File: config.mk
export PLATFORM = sky130hd
export DESIGN_NAME = pose_command_frame_receiver_unit_flat
export DESIGN_NICKNAME = d
export VERILOG_FILES = /design/src/rtl/pcfr_pkg.sv /design/src/rtl/pcfr_if.sv /design/src/rtl/pcfr_cell.sv /design/src/rtl/pcfr_decode.sv /design/src/rtl/pose_command_frame_receiver_unit.sv /design/src/flat_wrapper.sv
export SDC_FILE = /design/constraint.sdc
export NUM_CORES = 1
export LEC_CHECK = 0
export ABC_CLOCK_PERIOD_IN_PS = 6100
export BUFFER_PORTS_ARGS = -buffer_cell sky130_fd_sc_hd__buf_4
export CAP_MARGIN = 20
export CORE_MARGIN = 3
export CORE_UTILIZATION = 55
export DETAILED_ROUTE_END_ITERATION = 10
export GPL_TIMING_DRIVEN = 0
export PLACE_DENSITY = 0.74
export SYNTH_ARGS = -nofsm -noshare
export SYNTH_HDL_FRONTEND = slang
export SYNTH_SLANG_ARGS = --single-unit
File: constraint.sdc
create_clock -name clk -period 6.1 [get_ports clk]
set_input_delay 0.305 -clock clk [delete_from_list [all_inputs] [get_ports clk]]
set_output_delay 0.305 -clock clk [all_outputs]
set_load 0.02 [all_outputs]
File: src/rtl/pcfr_pkg.sv
// ----------------------------------------------------------------------------
// pcfr_pkg
// Shared types and constants for the pose command frame receiver.
// ----------------------------------------------------------------------------
package pcfr_pkg;

  localparam int unsigned FRAME_LEN   = 11;
  localparam int unsigned CHAIN_LEN   = FRAME_LEN - 1;
  localparam int unsigned CHECKED_LEN = 9;
  localparam int unsigned CNT_W       = $clog2(FRAME_LEN);
  localparam int unsigned CFG_IDX_W   = 3;
  localparam int unsigned CFG_DATA_W  = 8;

  typedef logic [7:0] byte_t;
  typedef logic [CNT_W-1:0] count_t;

  typedef enum logic [1:0] {
    ST_ACCEPTED  = 2'd0,
    ST_BAD_END   = 2'd1,
    ST_BAD_CHECK = 2'd2,
    ST_BAD_MODE  = 2'd3
  } status_t;

  typedef enum logic [CFG_IDX_W-1:0] {
    CFG_HEAD_BYTE      = 3'd0,
    CFG_END_BYTE       = 3'd1,
    CFG_MODE_CODE_XY   = 3'd2,
    CFG_MODE_CODE_YAW  = 3'd3,
    CFG_MODE_CODE_BOTH = 3'd4
  } cfg_idx_t;

  localparam byte_t HEAD_RST = 8'd170;
  localparam byte_t END_RST  = 8'd85;
  localparam byte_t XY_RST   = 8'd1;
  localparam byte_t YAW_RST  = 8'd2;
  localparam byte_t BOTH_RST = 8'd3;

  typedef struct packed {
    byte_t head_byte;
    byte_t end_byte;
    byte_t mode_code_xy;
    byte_t mode_code_yaw;
    byte_t mode_code_both;
  } cfg_t;

  typedef struct packed {
    status_t            status;
    logic signed [15:0] new_x;
    logic signed [15:0] new_y;
    logic signed [15:0] new_yaw;
    logic               write_xy;
    logic               write_yaw;
  } result_t;

endpackage

File: src/rtl/pcfr_if.sv
// ----------------------------------------------------------------------------
// pcfr_in_if / pcfr_out_if
// Valid/ready channels for received bytes and decoded frame results.
// ----------------------------------------------------------------------------
interface pcfr_in_if;
  logic              valid;
  logic              ready;
  pcfr_pkg::byte_t   rx_byte;

  modport source (output valid, output rx_byte, input ready);
  modport sink   (input valid, input rx_byte, output ready);
endinterface

interface pcfr_out_if;
  logic                 valid;
  logic                 ready;
  pcfr_pkg::status_t    status;
  logic signed [15:0]   new_x;
  logic signed [15:0]   new_y;
  logic signed [15:0]   new_yaw;
  logic                 write_xy;
  logic                 write_yaw;

  modport source (output valid, output status, output new_x, output new_y,
                  output new_yaw, output write_xy, output write_yaw, input ready);
  modport sink   (input valid, input status, input new_x, input new_y,
                  input new_yaw, input write_xy, input write_yaw, output ready);
endinterface

File: src/rtl/pcfr_cell.sv
// ----------------------------------------------------------------------------
// pcfr_cell
// One byte of the frame shift chain; takes its neighbour's byte on shift.
// ----------------------------------------------------------------------------
module pcfr_cell (
  input  logic            clk,
  input  logic            shift_en,
  input  pcfr_pkg::byte_t d_in,
  output pcfr_pkg::byte_t d_out
);

  pcfr_pkg::byte_t data_r;

  always_ff @(posedge clk) begin
    if (shift_en) begin
      data_r <= d_in;
    end
  end

  assign d_out = data_r;

endmodule

File: src/rtl/pcfr_decode.sv
// ----------------------------------------------------------------------------
// pcfr_decode
// Checks end and check bytes of a complete frame and decodes the mode.
// ----------------------------------------------------------------------------
module pcfr_decode (
  input  pcfr_pkg::byte_t   chain [pcfr_pkg::CHAIN_LEN],
  input  pcfr_pkg::byte_t   last_byte,
  input  pcfr_pkg::byte_t   check,
  input  pcfr_pkg::cfg_t    cfg,
  output pcfr_pkg::result_t res
);

  // chain[0] holds the newest byte (frame byte 9), chain[9] the head
  pcfr_pkg::byte_t mode;
  logic            wxy;
  logic            wyaw;

  assign mode = chain[8];

  always_comb begin
    res.status = pcfr_pkg::ST_ACCEPTED;
    wxy  = 1'b0;
    wyaw = 1'b0;
    if (last_byte != cfg.end_byte) begin
      res.status = pcfr_pkg::ST_BAD_END;
    end else if (chain[0] != check) begin
      res.status = pcfr_pkg::ST_BAD_CHECK;
    end else if (mode == cfg.mode_code_xy) begin
      wxy = 1'b1;
    end else if (mode == cfg.mode_code_yaw) begin
      wyaw = 1'b1;
    end else if (mode == cfg.mode_code_both) begin
      wxy  = 1'b1;
      wyaw = 1'b1;
    end else begin
      res.status = pcfr_pkg::ST_BAD_MODE;
    end
    res.write_xy  = wxy;
    res.write_yaw = wyaw;
    res.new_x   = wxy  ? $signed({chain[7], chain[6]}) : 16'sd0;
    res.new_y   = wxy  ? $signed({chain[5], chain[4]}) : 16'sd0;
    res.new_yaw = wyaw ? $signed({chain[3], chain[2]}) : 16'sd0;
  end

endmodule

File: src/rtl/pose_command_frame_receiver_unit.sv
// ----------------------------------------------------------------------------
// pose_command_frame_receiver_unit
// Hunts for a head byte, collects an eleven-byte pose frame and emits one
// checked and decoded result per frame.
// ----------------------------------------------------------------------------
// One received byte is taken every clock cycle. Bytes move through a chain of
// ten byte cells; on arrival the eleventh byte is checked as the end byte and
// the chain against the running XOR; the result is registered for next cycle.
// Input is held off only while a finished result sits in that register and the
// sink is not taking it. No clearing pass is needed after reset.
module pose_command_frame_receiver_unit (
  input  logic                            clk,
  input  logic                            rst_n,
  pcfr_in_if.sink                         in_ch,
  pcfr_out_if.source                      out_ch,
  input  logic                            cfg_we,
  input  logic [pcfr_pkg::CFG_IDX_W-1:0]  cfg_index,
  input  logic [pcfr_pkg::CFG_DATA_W-1:0] cfg_data
);

  localparam pcfr_pkg::count_t LAST_CNT = pcfr_pkg::count_t'(pcfr_pkg::CHAIN_LEN);
  localparam pcfr_pkg::count_t CHK_CNT  = pcfr_pkg::count_t'(pcfr_pkg::CHECKED_LEN);

  pcfr_pkg::cfg_t    cfg_r;
  pcfr_pkg::count_t  count_r, count_nxt;
  pcfr_pkg::byte_t   chk_r, chk_nxt;
  logic              out_valid_r, out_valid_nxt;
  pcfr_pkg::result_t res_r;
  pcfr_pkg::result_t res_dec;
  pcfr_pkg::byte_t   chain [pcfr_pkg::CHAIN_LEN];
  logic              in_xfer;
  logic              store;
  logic              shift_en;
  logic              frame_done;

  // configuration
  always_ff @(posedge clk) begin
    if (!rst_n) begin
      cfg_r <= '{head_byte: pcfr_pkg::HEAD_RST, end_byte: pcfr_pkg::END_RST,
                 mode_code_xy: pcfr_pkg::XY_RST, mode_code_yaw: pcfr_pkg::YAW_RST,
                 mode_code_both: pcfr_pkg::BOTH_RST};
    end else if (cfg_we) begin
      case (pcfr_pkg::cfg_idx_t'(cfg_index))
        pcfr_pkg::CFG_HEAD_BYTE:      cfg_r.head_byte      <= cfg_data;
        pcfr_pkg::CFG_END_BYTE:       cfg_r.end_byte       <= cfg_data;
        pcfr_pkg::CFG_MODE_CODE_XY:   cfg_r.mode_code_xy   <= cfg_data;
        pcfr_pkg::CFG_MODE_CODE_YAW:  cfg_r.mode_code_yaw  <= cfg_data;
        pcfr_pkg::CFG_MODE_CODE_BOTH: cfg_r.mode_code_both <= cfg_data;
        default: ;
      endcase
    end
  end

  assign in_ch.ready = !out_valid_r || out_ch.ready;
  assign in_xfer     = in_ch.valid && in_ch.ready;
  assign store       = in_xfer && ((count_r != '0) || (in_ch.rx_byte == cfg_r.head_byte));
  assign frame_done  = store && (count_r == LAST_CNT);
  assign shift_en    = store && !frame_done;

  // shift chain
  for (genvar i = 0; i < pcfr_pkg::CHAIN_LEN; i++) begin : g_chain
    if (i == 0) begin : g_first
      pcfr_cell u_cell (.clk(clk), .shift_en(shift_en), .d_in(in_ch.rx_byte),
                        .d_out(chain[i]));
    end else begin : g_next
      pcfr_cell u_cell (.clk(clk), .shift_en(shift_en), .d_in(chain[i-1]),
                        .d_out(chain[i]));
    end
  end

  pcfr_decode u_decode (
    .chain     (chain),
    .last_byte (in_ch.rx_byte),
    .check     (chk_r),
    .cfg       (cfg_r),
    .res       (res_dec)
  );

  always_comb begin
    count_nxt     = count_r;
    chk_nxt       = chk_r;
    out_valid_nxt = out_valid_r;
    if (out_valid_r && out_ch.ready) begin
      out_valid_nxt = 1'b0;
    end
    if (frame_done) begin
      count_nxt     = '0;
      chk_nxt       = '0;
      out_valid_nxt = 1'b1;
    end else if (store) begin
      count_nxt = count_r + 1'b1;
      if (count_r < CHK_CNT) begin
        chk_nxt = chk_r ^ in_ch.rx_byte;
      end
    end
  end

  always_ff @(posedge clk) begin
    if (!rst_n) begin
      count_r     <= '0;
      chk_r       <= '0;
      out_valid_r <= 1'b0;
    end else begin
      count_r     <= count_nxt;
      chk_r       <= chk_nxt;
      out_valid_r <= out_valid_nxt;
    end
  end

  always_ff @(posedge clk) begin
    if (frame_done) begin
      res_r <= res_dec;
    end
  end

  assign out_ch.valid     = out_valid_r;
  assign out_ch.status    = res_r.status;
  assign out_ch.new_x     = res_r.new_x;
  assign out_ch.new_y     = res_r.new_y;
  assign out_ch.new_yaw   = res_r.new_yaw;
  assign out_ch.write_xy  = res_r.write_xy;
  assign out_ch.write_yaw = res_r.write_yaw;

  a_count_range: assert property (@(posedge clk) disable iff (!rst_n)
    count_r <= LAST_CNT)
    else $error("frame byte count out of range");

  a_idle_check_clear: assert property (@(posedge clk) disable iff (!rst_n)
    (count_r == '0) |-> (chk_r == '0))
    else $error("running check not cleared between frames");

  a_result_from_frame: assert property (@(posedge clk) disable iff (!rst_n)
    frame_done |=> out_valid_r)
    else $error("completed frame gave no result");

  a_accepted_writes: assert property (@(posedge clk) disable iff (!rst_n)
    (out_valid_r && res_r.status == pcfr_pkg::ST_ACCEPTED)
      |-> (res_r.write_xy || res_r.write_yaw))
    else $error("accepted frame without write flag");

  a_no_overrun: assert property (@(posedge clk) disable iff (!rst_n)
    (out_valid_r && !out_ch.ready) |-> !frame_done)
    else $error("result overwritten before transfer");

endmodule

File: src/flat_wrapper.sv
// flat-port wrapper written by rule: the top's interface ports become plain ports
module pose_command_frame_receiver_unit_flat 
  (clk, rst_n, cfg_we, cfg_index, cfg_data, in_ch_valid, in_ch_rx_byte, in_ch_ready, out_ch_valid, out_ch_status, out_ch_new_x, out_ch_new_y, out_ch_new_yaw, out_ch_write_xy, out_ch_write_yaw, out_ch_ready);
  pcfr_in_if in_ch_i ();
  pcfr_out_if out_ch_i ();
  input  logic clk;
  input  logic rst_n;
  input  logic cfg_we;
  input  logic [pcfr_pkg::CFG_IDX_W-1:0] cfg_index;
  input  logic [pcfr_pkg::CFG_DATA_W-1:0] cfg_data;
  input wire logic [$bits(in_ch_i.valid)-1:0] in_ch_valid;
  input wire logic [$bits(in_ch_i.rx_byte)-1:0] in_ch_rx_byte;
  output wire logic [$bits(in_ch_i.ready)-1:0] in_ch_ready;
  output wire logic [$bits(out_ch_i.valid)-1:0] out_ch_valid;
  output wire logic [$bits(out_ch_i.status)-1:0] out_ch_status;
  output wire logic [$bits(out_ch_i.new_x)-1:0] out_ch_new_x;
  output wire logic [$bits(out_ch_i.new_y)-1:0] out_ch_new_y;
  output wire logic [$bits(out_ch_i.new_yaw)-1:0] out_ch_new_yaw;
  output wire logic [$bits(out_ch_i.write_xy)-1:0] out_ch_write_xy;
  output wire logic [$bits(out_ch_i.write_yaw)-1:0] out_ch_write_yaw;
  input wire logic [$bits(out_ch_i.ready)-1:0] out_ch_ready;
  assign in_ch_i.valid = in_ch_valid;
  assign in_ch_i.rx_byte = in_ch_rx_byte;
  assign in_ch_ready = in_ch_i.ready;
  assign out_ch_valid = out_ch_i.valid;
  assign out_ch_status = out_ch_i.status;
  assign out_ch_new_x = out_ch_i.new_x;
  assign out_ch_new_y = out_ch_i.new_y;
  assign out_ch_new_yaw = out_ch_i.new_yaw;
  assign out_ch_write_xy = out_ch_i.write_xy;
  assign out_ch_write_yaw = out_ch_i.write_yaw;
  assign out_ch_i.ready = out_ch_ready;
  pose_command_frame_receiver_unit u_core (.clk(clk), .rst_n(rst_n), .in_ch(in_ch_i), .out_ch(out_ch_i), .cfg_we(cfg_we), .cfg_index(cfg_index), .cfg_data(cfg_data));
endmodule
==> results.txt <==
The initial antenna violation count is 0. The count of flip-flops with a built-in enable after synthesis is 124. After synthesis, the share of flip-flops with an asynchronous set or reset is 0%. The post-cts sizing count came out at 0.

The cell taking the most area after synthesis is sky130_fd_sc_hd__edfxtp_1. The first global-routing pass estimated 21400 µm of wire. The last weighted congestion value of the routability-driven placer is 0.866.

The worst register-to-register path begins at u_core.cfg_r[36]. The endpoint arrival time on the critical path is 2.78 ns. The most instantiated library cell after synthesis is sky130_fd_sc_hd__edfxtp_1.

The summed instance area of the synthesized netlist came out at 6810 µm². The signal on the critical path passes through xor2_1 -> nor4_1 -> a21oi_1 -> or2_2 -> nor2_4 -> buf_12. The post-CTS setup-driven buffer insertion count is 0. In the global route stage, met3 resource usage came out at 4.58%.

The area growth from synthesis to layout is 21.7%. The number of top-level design ports is 78. The met1 track demand over resource is 27.3%. The detailed placer's ending HPWL is 9500 µm.

TritonCTS built the clock tree. The number of port buffers is 77. The count of unresolved DRC violations after routing came out at 0. The depth of the worst register-to-register path is 6. The worst setup path is of the reg2reg kind. The leakage power is 2.83 nW. The die area came out at 13700 µm².

The buffer depth of the longest clock path is 2. The number of placed instances with taps included is 768. Setup repair after global routing left no endpoint under its margin. The global routing stage identified its most utilized layer as met2. Sorting the synthesized cells by area gives the leading types as sky130_fd_sc_hd__edfxtp_1, sky130_fd_sc_hd__dfxtp_1, sky130_fd_sc_hd__nand2_1, sky130_fd_sc_hd__and2_1, sky130_fd_sc_hd__xor2_1.

The tree built by TritonCTS fans out to 177 sinks. The dominant synthesized flop cell is sky130_fd_sc_hd__edfxtp_1. The post-layout minimum cycle time came out at 2.66 ns. The final cycle utilization of the critical path came out at 43.6%. The largest vdd supply drop came out at 0.194 mV. The post-synthesis net count came out at 548.

The flow ran to the end, and the final reports show no timing, DRC or antenna violations. The worst register-to-register path ends at u_core.out_ch.new_x[5]. The die is 117 µm wide. The final hold violation count came to 0. Across the routed clock network, the largest skew measured is 0.00819 ns. For hold timing, the worst endpoint is u_core.g_chain[0].g_first.u_cell.d_out[1]. Based on the critical path, the design can be clocked at up to 0.376 GHz. The worst setup path is launched from a flip-flop. After synthesis, the mean cell area works out to 13.1 µm². The final setup violation count came out at 0. The starting density of the core came out at 56.4%. The worst setup path is captured at a flip-flop.

In this run, distinct cell masters in the synthesized netlist total 38. In this run, post-CTS hold repair placed 0 buffers. For this design, the slowest cell found on the critical path is sky130_fd_sc_hd__nor2_4.

After detailed routing, the average wire length per cell comes to 16.9 µm. The total track usage came out at 20.8%. Hold timing on the final database bottoms out at a slack of 0.124 ns.

The startpoint of the worst hold path is in_ch_rx_byte[1]. Once layout is complete, the cells apart from fillers number 799. The insertion delay of the later-clocked pin in the worst-skew pair came out at 0.42 ns.

The largest fanout on the critical path came out at 28. The number of maximum-capacitance constraint violations came out at 0. The number of buffers created by CTS is 17. The setup check on the worst reg-to-reg path leaves a slack of 3.44 ns. The maximum cell stage delay along the critical path is 0.65 ns. Adding up every negative setup slack in the final design gives 0 ns. The DRC marker count from the first detailed-route iteration is 380. The number of vias in the routed layout came out at 4267. The hold-critical path depth is 1. The count of H-tree levels built during CTS is 4. The final net count is 647. The headroom to the max-slew limit came out at 46.6%. Entering global routing, the biggest net connects 37 pins. For this run, the detailed router's first-pass iteration total came to 5.

Synthesis produced a netlist whose cell count is 520. The slew at the pin closest to its max-slew limit came out at 0.799 ns. The flip-flop and latch count after synthesis came out at 177.

The residual antenna-violating net count after detailed routing is 0. 0 antenna diodes ended up in the layout. The met2 routing resource usage after global routing came out at 34.0%.

The ratio of routed vias to standard cells came out at 5.34. The count of pins over their slew limit was 0. The share of the synthesized area in the top cell type is 54.7%. The aggregate global routing overflow came out at 0.

The min-delay analysis places its worst path in the category in2reg. The fraction of final layout cells sized beyond drive strength 1 is 20.0%. The final routed wirelength across all metal layers came out at 13500 µm. The number of global-route vias before repair is 4237. The clock edge transition at the registers on the reported setup and hold paths came out at 0.06 ns.

Row generation in the floorplan step produced 40 rows. The die height is 117 µm. The required time of the worst setup path is 6.22 ns. The commonest cells after synthesis are sky130_fd_sc_hd__edfxtp_1, sky130_fd_sc_hd__nand2_1, sky130_fd_sc_hd__dfxtp_1. The power per cell area is 299 nW/µm². In this run the standard cell core region covers 12100 µm². The number of warning messages in the yosys log is 0.

The register area share after synthesis is 70.3%. CTS placed an instance of sky130_fd_sc_hd__clkbuf_16 at the clock tree root.
## power by group
part           internal, W  switching, W
Clock             0.000684      0.000443
Combinational    0.0000260     0.0000415
Sequential         0.00128    0.00000603
## worst max-delay path by stage
stage,start,to,slack (ns),cells after the start
detailed placement,in_ch_rx_byte[4],u_core.out_ch.new_x[14],3.29,7
CTS,u_core.cfg_r[36],u_core.out_ch.new_x[14],3.41,6
global placement,in_ch_rx_byte[4],u_core.g_chain[7].g_next.u_cell.d_out[6],-0.09,6
global route,u_core.cfg_r[39],u_core.out_ch.new_x[15],3.34,6
floorplan,u_core.cfg_r[39],u_core.g_chain[0].g_first.u_cell.d_out[0],1.41,5
finish,u_core.cfg_r[36],u_core.out_ch.new_x[5],3.44,6
## cells in the final DEF (no fill, tap or decap), drive strengths merged, types with 2 or more instances in the layout
cell	Yosys	layout
edfxtp	124	124
nand2	91	91
buf	2	82
dfxtp	53	53
and2	49	49
a21oi	39	39
clkbuf	17	35
xor2	32	32
xnor2	16	16
nand3	16	16
o21ai	11	11
nand3b	10	10
o311ai	9	9
nor4	8	8
nor2	7	7
inv	4	6
or2	4	4
nand4	4	4
ha	4	4
bufinv	0	4
clkinv	0	4
and3	3	3
clkinvlp	0	3
and3b	2	2
o211ai	2	2
or4	2	2
a31oi	2	2
a2111oi	2	2
## routing by layer
metal	share of wire, %	wire, µm	up-vias
met5	0	0	-
met4	1.6	217	0
met3	4.6	627	18
met2	50	6830	135
met1	43	5870	2069
li1	-	-	2045
## state kept, by name, indices dropped and copies added, names as in the netlist
register,cells
u_core.out_ch.new_yaw,16
u_core.out_ch.new_y,16
u_core.cfg_r,40
u_core.g_chain.g_next.u_cell.d_out,64
u_core.count_r,4
u_core.out_ch.write_xy,1
u_core.out_ch.valid,1
u_core.out_ch.new_x,16
u_core.g_chain.g_first.u_cell.d_out,8
u_core.out_ch.write_yaw,1
u_core.chk_r,8
u_core.out_ch.status,2
## metrics by stage
stage	total power [W]	utilization (%)	setup WS [ns]	instance area (µm²)
floorplan	0.00134	-	1.41	6810
global placement	0.00138	63.0	-0.0921	7600
detailed placement	0.00138	63.6	3.29	7670
CTS	0.00249	68.7	3.41	8290
global route	0.00255	68.7	3.34	8290
finish	0.00248	68.7	3.44	8290
## critical path: cells and delay by family (launching register included)
family | cells | cell delay, ns
compound gates | 1 | 0.19
xor+xnor | 1 | 0.17
buf+inv | 1 | 0.27
flops | 1 | 0.32
simple gates | 3 | 1.37
## kinds of logic after synthesis
family | Yosys count | share of synthesized area (%)
simple gates | 200 | 15.2
compound gates | 68 | 6.21
flops | 177 | 70.3
xor+xnor | 48 | 6.18
fa+ha+maj | 4 | 0.735
buf+inv | 23 | 1.43
## final cells by class
type	instances	area [µm²]
plain buffers	19	82.6
clock buffers	18	429
clock inverters	13	186
fillers	864	3770
inverters	4	15.0
multi-input cells	320	1940
flip-flops and latches	177	4780
well taps	168	210
repair buffers	80	638
No activity file was read; power rests on OpenSTA's default activity.
